`config.mk`:
```
export PLATFORM = sky130hd
export DESIGN_NAME = bees_div
export DESIGN_NICKNAME = d
export VERILOG_FILES = /design/src/hdl/bees_div.sv
export SDC_FILE = /design/constraint.sdc
export NUM_CORES = 1
export LEC_CHECK = 0
export BUFFER_PORTS_ARGS = -buffer_cell sky130_fd_sc_hd__buf_2
export CAP_MARGIN = 20
export CORE_MARGIN = 5
export CORE_UTILIZATION = 40
export CTS_CLUSTER_DIAMETER = 50
export DETAILED_ROUTE_END_ITERATION = 12
export PLACE_DENSITY_LB_ADDON = 0.05
export SYNTH_ARGS = -nofsm -noshare
export SYNTH_HDL_FRONTEND = slang
export SYNTH_SLANG_ARGS = --single-unit
```
`constraint.sdc`:
```
create_clock -name clk -period 3.1 [get_ports clk]
set_clock_uncertainty 0.15 [all_clocks]
set_input_delay 0.31 -clock clk [delete_from_list [all_inputs] [get_ports clk]]
set_output_delay 0.31 -clock clk [all_outputs]
set_load 0.03 [all_outputs]
```
`src/hdl/bees_div.sv`:
```
// Restoring divider, 64-bit dividend by 32-bit divisor, one quotient bit a cycle.
// Used by bragg_edge_elastic_scatter_top. No package dependencies.
`timescale 1ns / 1ps

module bees_div (
	input  logic        clk,
	input  logic        arst_n,
	input  logic        start,
	input  logic [63:0] dividend,
	input  logic [31:0] divisor,
	output logic        done,
	output logic [63:0] quotient
);
	logic [63:0] work_q;
	logic [31:0] rem_q;
	logic [31:0] dvs_q;
	logic [6:0]  cnt_q;
	logic        busy_q;
	logic        done_q;
	logic [32:0] trial;
	logic [32:0] diff;
	logic        take;

	// one trial subtraction a cycle
	assign trial = {rem_q, work_q[63]};
	assign diff  = trial - {1'b0, dvs_q};
	assign take  = (trial >= {1'b0, dvs_q});

	always_ff @(posedge clk or negedge arst_n) begin
		if (!arst_n) begin
			busy_q <= 1'b0;
			done_q <= 1'b0;
			cnt_q  <= '0;
		end else begin
			done_q <= 1'b0;
			if (start) begin
				busy_q <= 1'b1;
				cnt_q  <= '0;
			end else if (busy_q) begin
				cnt_q <= cnt_q + 7'd1;
				if (cnt_q == 7'd63) begin
					busy_q <= 1'b0;
					done_q <= 1'b1;
				end
			end
		end
	end

	// datapath, no reset needed
	always_ff @(posedge clk) begin
		if (start) begin
			work_q <= dividend;
			rem_q  <= '0;
			dvs_q  <= divisor;
		end else if (busy_q) begin
			rem_q  <= take ? diff[31:0] : trial[31:0];
			work_q <= {work_q[62:0], take};
		end
	end

	assign done     = done_q;
	assign quotient = work_q;
endmodule

```
Word level (Yosys, flattened, before mapping)
Cells that the tools add are included.
{"block": "classes", "n_lt_le_gt_ge": 1, "bitwise_logic": 0, "n_addsub": 2, "n_div": 0, "reduce_logical": 1, "n_eq_ne": 1, "muxes": 11, "shift": 0, "multipliers": 0}
{"operator": "2-to-1 mux 64 bit", "n": 2}
{"operator": "greater-or-equal comparator 33 x 32 -> 1 bit", "n": 1}
{"operator": "2-to-1 mux 32 bit", "n": 1}
{"operator": "subtractor 32 bit", "n": 1}
{"operator": "2-to-1 mux 7 bit", "n": 2}
{"operator": "adder 7 x 1 -> 7 bit, second input constant", "n": 1}
{"operator": "== test 7 x 6 -> 1 bit, second input constant", "n": 1}
{"operator": "2-to-1 mux 1 bit", "n": 6}
{"operator": "nonzero test 2 bit", "n": 1}
{"block": "totals", "reg_bits": 137, "out_inout_bits": 65, "n_memories": 0, "inputBits": 99, "rom_bits": 0, "mem_bits_rw": 0, "latch_bits": 0}

Longest topological paths before layout
Gate-level depths: netlist of run 1.
{"block": "depth", "depth_word": 4, "ltp_mapped": 13, "mapped_depth_nobuf": 13}

Worst setup path before layout of run 1
No wires, ideal clock.
{"block": "synth_path", "path_type": "reg-to-reg", "from": "register work_q[63], in the netlist quotient[63]", "to": "register rem_q[28]", "setup_ns": 0.088, "period_less_slack_ns": 3.242, "stages_incl_launch_ff": 14, "required_ns": 2.862, "path_buffers": 0, "slack_ns": -0.142, "arrival_time_ns": 3.004, "cell_sequence": "edfxtp_1 -> inv_1 -> ha_1 -> fa_1 -> nor2b_1 -> o21a_1 -> a31o_2 -> a31oi_1 -> o21ai_1 -> o41a_1 -> a41oi_1 -> mux2_1 -> and3_1 -> nor4_2"}
{"block": "synth_via", "elab_chain_len": 2, "word_cells_on_any_way": 3, "classes_between": "add/sub (1); order compare (1); mux (1)"}
{"item": "start, declared", "line_no": "14", "text": "logic [63:0] work_q;"}
{"item": "start signal, assigned", "line_no": "52", "text": "work_q <= dividend;"}
{"item": "start signal, assigned", "line_no": "57", "text": "work_q <= {work_q[62:0], take};"}
{"item": "subtractor 32 bit / greater-or-equal comparator 33 x 32 -> 1 bit (equally long branches)", "line_no": "26, 27"}
{"item": "2-to-1 mux 32 bit (*)", "line_no": "56", "text": "rem_q <= take ? diff[31:0] : trial[31:0];"}
{"item": "end signal, assigned", "line_no": "56"}
{"item": "end, declared", "line_no": "15", "text": "logic [31:0] rem_q;"}
Mark *: on every way between the ends. The rest lies on a longest branch, timed or not.
A chain may end at the register's enable or synchronous reset.

Worst setup path after layout of run 1
{"block": "layout_path", "from": "register dvs_q[1]", "to": "register rem_q[0]"}
{"block": "layout_via", "elab_chain_len": 2}
{"item": "start, declared", "line_no": "16", "text": "logic [31:0] dvs_q;"}
{"item": "start signal, assigned", "line_no": "54", "text": "dvs_q <= divisor;"}
{"item": "greater-or-equal comparator 33 x 32 -> 1 bit", "line_no": "27", "text": "assign take = (trial >= {1'b0, dvs_q});"}
{"item": "2-to-1 mux 32 bit", "line_no": "56"}
No other way between the ends.

==> flow_metrics.py, run 1 <==
metrics = {
    "outcome": {
        "status": "finished clean",
    },
    "routing": {
        "route.detailed.drc": 0,
        "viasPerCell": 5.07,
        "ant_nets": 0,
        "wl_per_cell_um": 15.9,
        "drtIter0Drc": 311,
        "dr_total_vias": 5577,
        "dr.pass1.iters": 5,
        "wl_um": 17400,
    },
    "run": {
        "maxCapViolCount": 0,
    },
    "floorplanning": {
        "die_y_um": 145,
        "design.die.area_um2": 21100,
        "row_count": 49,
        "core_um2": 18000,
        "start_util_pct": 40.7,
        "die_w_um": 145,
        "ios": 164,
    },
    "place": {
        "hpwl_um": 12200,
        "place_ws_ps": -137,
        "gp_congestion": 0.805,
        "postPlaceCellArea_um2": 8520,
        "io_buffer_count": 163,
    },
    "critical_path": {
        "r2r_slack_ps": 110,
        "cp_max_fo": 5,
        "cp_cell_sequence": "inv_1 -> ha_1 -> nor2b_1 -> o21bai_1 -> a211oi_2 -> or3_4 -> a31oi_4 -> o21ai_2 -> and2_4 -> o21bai_4 -> mux2_2 -> a211oi_2",
        "critPathTopFamily": "compound AO/OA/AOI/OAI gates",
        "crit_path_start_kind": "register",
        "path_class": "reg2reg",
        "cp.arrival_ps": 3180,
        "max_stage_delay_ps": 400,
        "required_ps": 3290,
        "critPathSlowestCell": "or3_4",
        "endpoint_kind": "register",
        "crit_buf_inv": 1,
        "critPathLaunch": "dvs_q[1]$_DFFE_PP_",
        "reg2reg_from": "dvs_q[1]$_DFFE_PP_",
        "cpMostUsedCell": "a211oi_2",
    },
    "sta": {
        "slew_headroom_pct": 45.3,
        "period_share_pct": 96.6,
        "rsz0062_at_grt": "true",
        "fin_ws_ps": 105,
        "worstMarginPinSlew_ps": 821,
        "final.min_clock_period_ps": 2990,
        "tns_ps": 0,
        "timing.hold.ws_ps": 30.8,
        "clock.fmax_ghz": 0.334,
        "drv_slew": 0,
        "finalHoldViolations": 0,
        "setup_viol": 0,
    },
    "cells_and_area": {
        "post-route-util_pct": 53.8,
        "drive_gt1_share_pct": 39.5,
        "syn_to_final_growth_pct": 32.1,
        "diodes": 0,
        "fin_nets": 990,
        "final_area_um2": 9660,
    },
    "synth": {
        "ys.flop_type": "edfxtp_1",
        "synth_edf_count": 96,
        "synth_cell_types": 57,
        "synthArstFlopShare_pct": 6.57,
        "syn_inst": 645,
        "ys_seq_elements": 137,
        "syn_avg_cell_area_um2": 11.3,
        "ys_warn_count": 0,
        "synth_seq_area_share_pct": 51.3,
        "synth_area_um2": 7310,
        "synth_fp_nets": 778,
    },
    "clock_tree": {
        "clk_latency_ps": 420,
        "clock_sinks": 137,
        "cts-root-buf": "clkbuf_16",
        "cts_max_path_buffers": 2,
        "cts_buffers": 17,
        "clkTransAtPathRegs_ps": 60,
        "cts_tree": "built",
        "htree_levels": 4,
    },
    "global_routing": {
        "grt_pass1_vias": 5790,
        "grt_pass1_wl_um": 28600,
        "grt_antenna_before_repair": 2,
        "grt_usage_pct": 16.3,
        "grt_remaining_overflow": 0,
        "grt_max_degree": 99,
    },
    "power_and_ir_drop": {
        "power_leakage_nw": 4.14,
        "power_density_nw_per_um2": 513,
        "peakVddDrop_v": 0.000412,
    },
    "hold_path": {
        "hold_class": "in2reg",
        "hold_start": "dividend[0]",
    },
}
-- cell usage after synthesis (4+ instances only) --
cell / count / area (µm²)
xnor2_1: 19 / 166
a311oi_2: 18 / 270
edfxtp_1: 96 / 2880
ha_1: 33 / 413
nor3_1: 5 / 25.0
o21ai_0: 17 / 85.1
o21a_1: 4 / 30.0
nand4_1: 6 / 37.5
clkbuf_1: 25 / 93.8
a21oi_1: 26 / 130
dfxtp_1: 32 / 641
a311oi_1: 11 / 96.3
a31oi_1: 7 / 43.8
dfrtp_1: 9 / 225
nand2b_1: 6 / 37.5
mux2_2: 64 / 721
a21o_1: 14 / 105
nand2_1: 80 / 300
inv_1: 36 / 135
nor2_1: 55 / 206
or3_1: 6 / 37.5
xor2_1: 12 / 105
nand3_1: 10 / 50.1
-- worst min-delay path, cell delays in order --
cell and delay [ps]:
buf_2 80, nand2_1 40, o21ai_0 60
-- path summary, 6_finish.rpt --
path	end	cells past startpoint
worst max-delay path	rem_q[0]$_SDFFE_PP0P_	12
worst min-delay path	quotient[0]$_DFFE_PP_	3
worst max register to register	rem_q[0]$_SDFFE_PP0P_	12
worst min register to register	rem_q[18]$_SDFFE_PP0P_	2
max in group asynchronous	busy_q$_DFF_PN0_	2
min in group asynchronous	done$_DFF_PN0_	2
-- per-stage QoR --
stage,instances,power (mW)
finish,1099,4.96
global route,1099,5.18
CTS,1097,5.01
detailed placement,1031,2.89
global placement,1031,2.89
floorplan,645,2.65
-- layout make-up --
cell class | count | area (µm²)
fill | 1601 | 8300
sequential | 137 | 3750
multi-input combinational | 442 | 3480
timing repair buffer | 223 | 1420
clock buffer | 17 | 425
tap | 229 | 287
clock inverter | 15 | 165
inverter | 36 | 135
-- report_power, final --
part	switching (mW)	total [mW]	internal, mW
sequential	0.0635	2.17	2.11
combinational	0.425	0.738	0.313
clock	0.847	2.05	1.20
total	1.34	4.96	3.62
-- registers in the layout (all words and copies together) (netlist names) --
name,count
quotient,64
dvs_q,32
rem_q,32
cnt_q,7
busy_q,1
done,1
-- cells in the final DEF, fill, tap and decap left out, types with 16 or more instances in the layout --
master / instances
edfxtp_1: 96
inv_1: 35
dfxtp_1: 32
buf_2: 162
o21ai_0: 16
xnor2_1: 19
ha_1: 27
mux2_2: 64
clkbuf_16: 18
nor2_1: 54
buf_4: 22
nand2_1: 79
a311oi_2: 21
a21oi_1: 25
dlygate4sd3_1: 33
-- timing repair --
action,CTS,global route
gates resized for setup,2,29
pin swaps,1,11
hold buffers,33,0
hold endpoints to repair,41,0
setup buffers,1,1
setup endpoints to repair,3,31
cloned,0,1
-- logic make-up (layout without fill, tap and decap cells) --
group | after synthesis | in the layout | synth area share [%]
buf+inv | 66 | 291 | 3.68
flops | 137 | 137 | 51.3
xor+xnor | 31 | 31 | 3.71
mux | 66 | 66 | 10.1
simple gates | 188 | 188 | 11.6
fa+ha+maj | 34 | 34 | 5.92
compound gates | 123 | 123 | 13.7
-- layer usage --
metal / wire [µm] / share of wire [%] / GRT usage, %
met4: 279 / 1.6 / 5.04
met3: 1370 / 7.8 / 6.95
met1: 7740 / 44 / 20.6
met5: 27 / 0.15 / 0
met2: 8030 / 46 / 25.6
No activity file was read; power rests on OpenSTA's default activity.
==> inputs of run 2 (changes only) <==
==> constraint.sdc (replaced) <==
create_clock -name clk -period 3.1 [get_ports clk]
set_clock_uncertainty 0.15 [all_clocks]
set_input_delay 0.155 -clock clk [delete_from_list [all_inputs] [get_ports clk]]
set_output_delay 0.155 -clock clk [all_outputs]
set_load 0.03 [all_outputs]
==> flow_metrics.py, run 2 (same netlist as run 1, synthesis figures left out) <==
metrics = {
    "critical_path": {
        "path_class": "reg2reg",
        "required_ps": 3290,
        "crit_path_start_kind": "register",
        "cp.arrival_ps": 3190,
        "endpoint_kind": "register",
        "cp_max_fo": 5,
    },
    "clock_tree": {
        "clkTransAtPathRegs_ps": 60,
        "cts_tree": "built",
        "cts-root-buf": "clkbuf_16",
        "cts_max_path_buffers": 2,
        "cts_buffers": 17,
        "htree_levels": 4,
        "clock_sinks": 137,
        "clk_latency_ps": 420,
    },
    "floorplanning": {
        "ios": 164,
        "core_um2": 18000,
        "start_util_pct": 40.7,
        "design.die.area_um2": 21100,
        "die_w_um": 145,
        "row_count": 49,
        "die_y_um": 145,
    },
    "place": {
        "postPlaceCellArea_um2": 8520,
        "hpwl_um": 12200,
        "gp_congestion": 0.805,
        "place_ws_ps": -137,
        "place_inst": 1031,
        "io_buffer_count": 163,
    },
    "sta": {
        "final.min_clock_period_ps": 3000,
        "timing.hold.ws_ps": 183,
        "slew_headroom_pct": 46.4,
        "rsz0062_at_grt": "true",
        "period_share_pct": 96.8,
        "worstMarginPinSlew_ps": 804,
        "setup_viol": 0,
        "drv_slew": 0,
        "clock.fmax_ghz": 0.333,
        "finalHoldViolations": 0,
        "fin_ws_ps": 98.2,
    },
    "routing": {
        "dr.pass1.iters": 4,
        "route.detailed.drc": 0,
        "wl_um": 18100,
        "viasPerCell": 5.01,
        "dr_total_vias": 5826,
        "ant_nets": 0,
        "wl_per_cell_um": 15.5,
        "drtIter0Drc": 317,
    },
    "global_routing": {
        "grt_pass1_vias": 6127,
        "grt_max_degree": 99,
        "grt_antenna_before_repair": 0,
        "grt_pass1_wl_um": 29900,
        "grt_usage_pct": 17.0,
        "grt_remaining_overflow": 0,
    },
    "run": {
        "maxCapViolCount": 0,
    },
    "cells_and_area": {
        "final_cell_mix": "162 x buf_2, 98 x dlygate4sd3_1, 96 x edfxtp_1",
        "fillers": 1534,
        "final_common_cell": "buf_2",
        "drive_gt1_share_pct": 36.8,
        "diodes": 0,
        "instances_no_fill": 1164,
        "fin_nets": 1055,
        "final_area_um2": 10300,
        "syn_to_final_growth_pct": 41.0,
        "largest_register_ffs": 64,
    },
    "outcome": {
        "status": "finished clean",
    },
    "power_and_ir_drop": {
        "peakVddDrop_v": 0.000413,
        "power_leakage_nw": 4.41,
        "power_density_nw_per_um2": 487,
        "total_power_mw": 5.03,
    },
    "hold_path": {
        "hold_class": "in2reg",
    },
}
==> run 2: changes by cell type in the layout (fill, tap and decap cells not counted) <==
cell,delta
dlygate4sd3_1,+65
==> run 2: through the flow <==
stage,util (%),TNS [ps]
after floorplan,-,0
after global placement,47.5,-110
after detailed placement,47.5,-190
after CTS,56.3,0
after global routing,57.4,-276
final,57.4,0
==> run 2: where the power goes <==
| part | internal (mW) | switching (mW) | total, mW |
|---|---|---|---|
| Clock | 1.20 | 0.845 | 2.05 |
| Combinational | 0.367 | 0.439 | 0.805 |
| Sequential | 2.11 | 0.0649 | 2.17 |
| Total | 3.68 | 1.35 | 5.03 |
==> run 2: path summary, 6_finish.rpt <==
check | from | end | slack [ps] | depth (start not counted)
max | dvs_q[1]$_DFFE_PP_ | rem_q[0]$_SDFFE_PP0P_ | 100 | 12
min | start | rem_q[1]$_SDFFE_PP0P_ | 180 | 3
max reg2reg | dvs_q[1]$_DFFE_PP_ | rem_q[0]$_SDFFE_PP0P_ | 100 | 12
min reg2reg | rem_q[18]$_SDFFE_PP0P_ | rem_q[18]$_SDFFE_PP0P_ | 350 | 2
max in group asynchronous | arst_n | busy_q$_DFF_PN0_ | 1920 | 3
min in group asynchronous | arst_n | done$_DFF_PN0_ | 570 | 3
==> run 2: repair_timing <==
| action | CTS | global route |
|---|---|---|
| gates cloned | 0 | 1 |
| buffers inserted | 1 | 1 |
| hold endpoints to repair | 105 | 0 |
| hold buffers | 98 | 0 |
| setup endpoints to repair | 3 | 31 |
| gates resized for setup | 2 | 29 |
| pin swaps | 1 | 11 |
==> run 2: routing by layer <==
| metal | vias up | global-route usage [%] | share of wire [%] |
|---|---|---|---|
| met3 | 27 | 6.08 | 6.7 |
| met1 | 2727 | 21.2 | 44 |
| met4 | 0 | 5.60 | 1.9 |
| met5 | - | 0 | 0 |
| li1 | 2920 | - | - |
| met2 | 152 | 27.6 | 47 |
==> run 2: cell type report <==
type                            count  area (µm²)  share of cell area [%]
Clock buffer                       17         425                    4.12
Timing Repair Buffer              288        2070                    20.1
Multi-Input combinational cell    442        3480                    33.8
Inverter                           36         135                    1.31
Clock inverter                     15         165                    1.60
Sequential cell                   137        3750                    36.4
Tap cell                          229         287                    2.78
==> run 2: worst max-delay path, stage by stage (launching register included) <==
cell and delay, ps:
edfxtp_1 380, inv_1 70, ha_1 230, nor2b_1 150, o21bai_1 200, a211oi_2 100
or3_4 400, a31oi_4 160, o21ai_2 80, and2_4 160, o21bai_4 250, mux2_2 390
a211oi_2 190
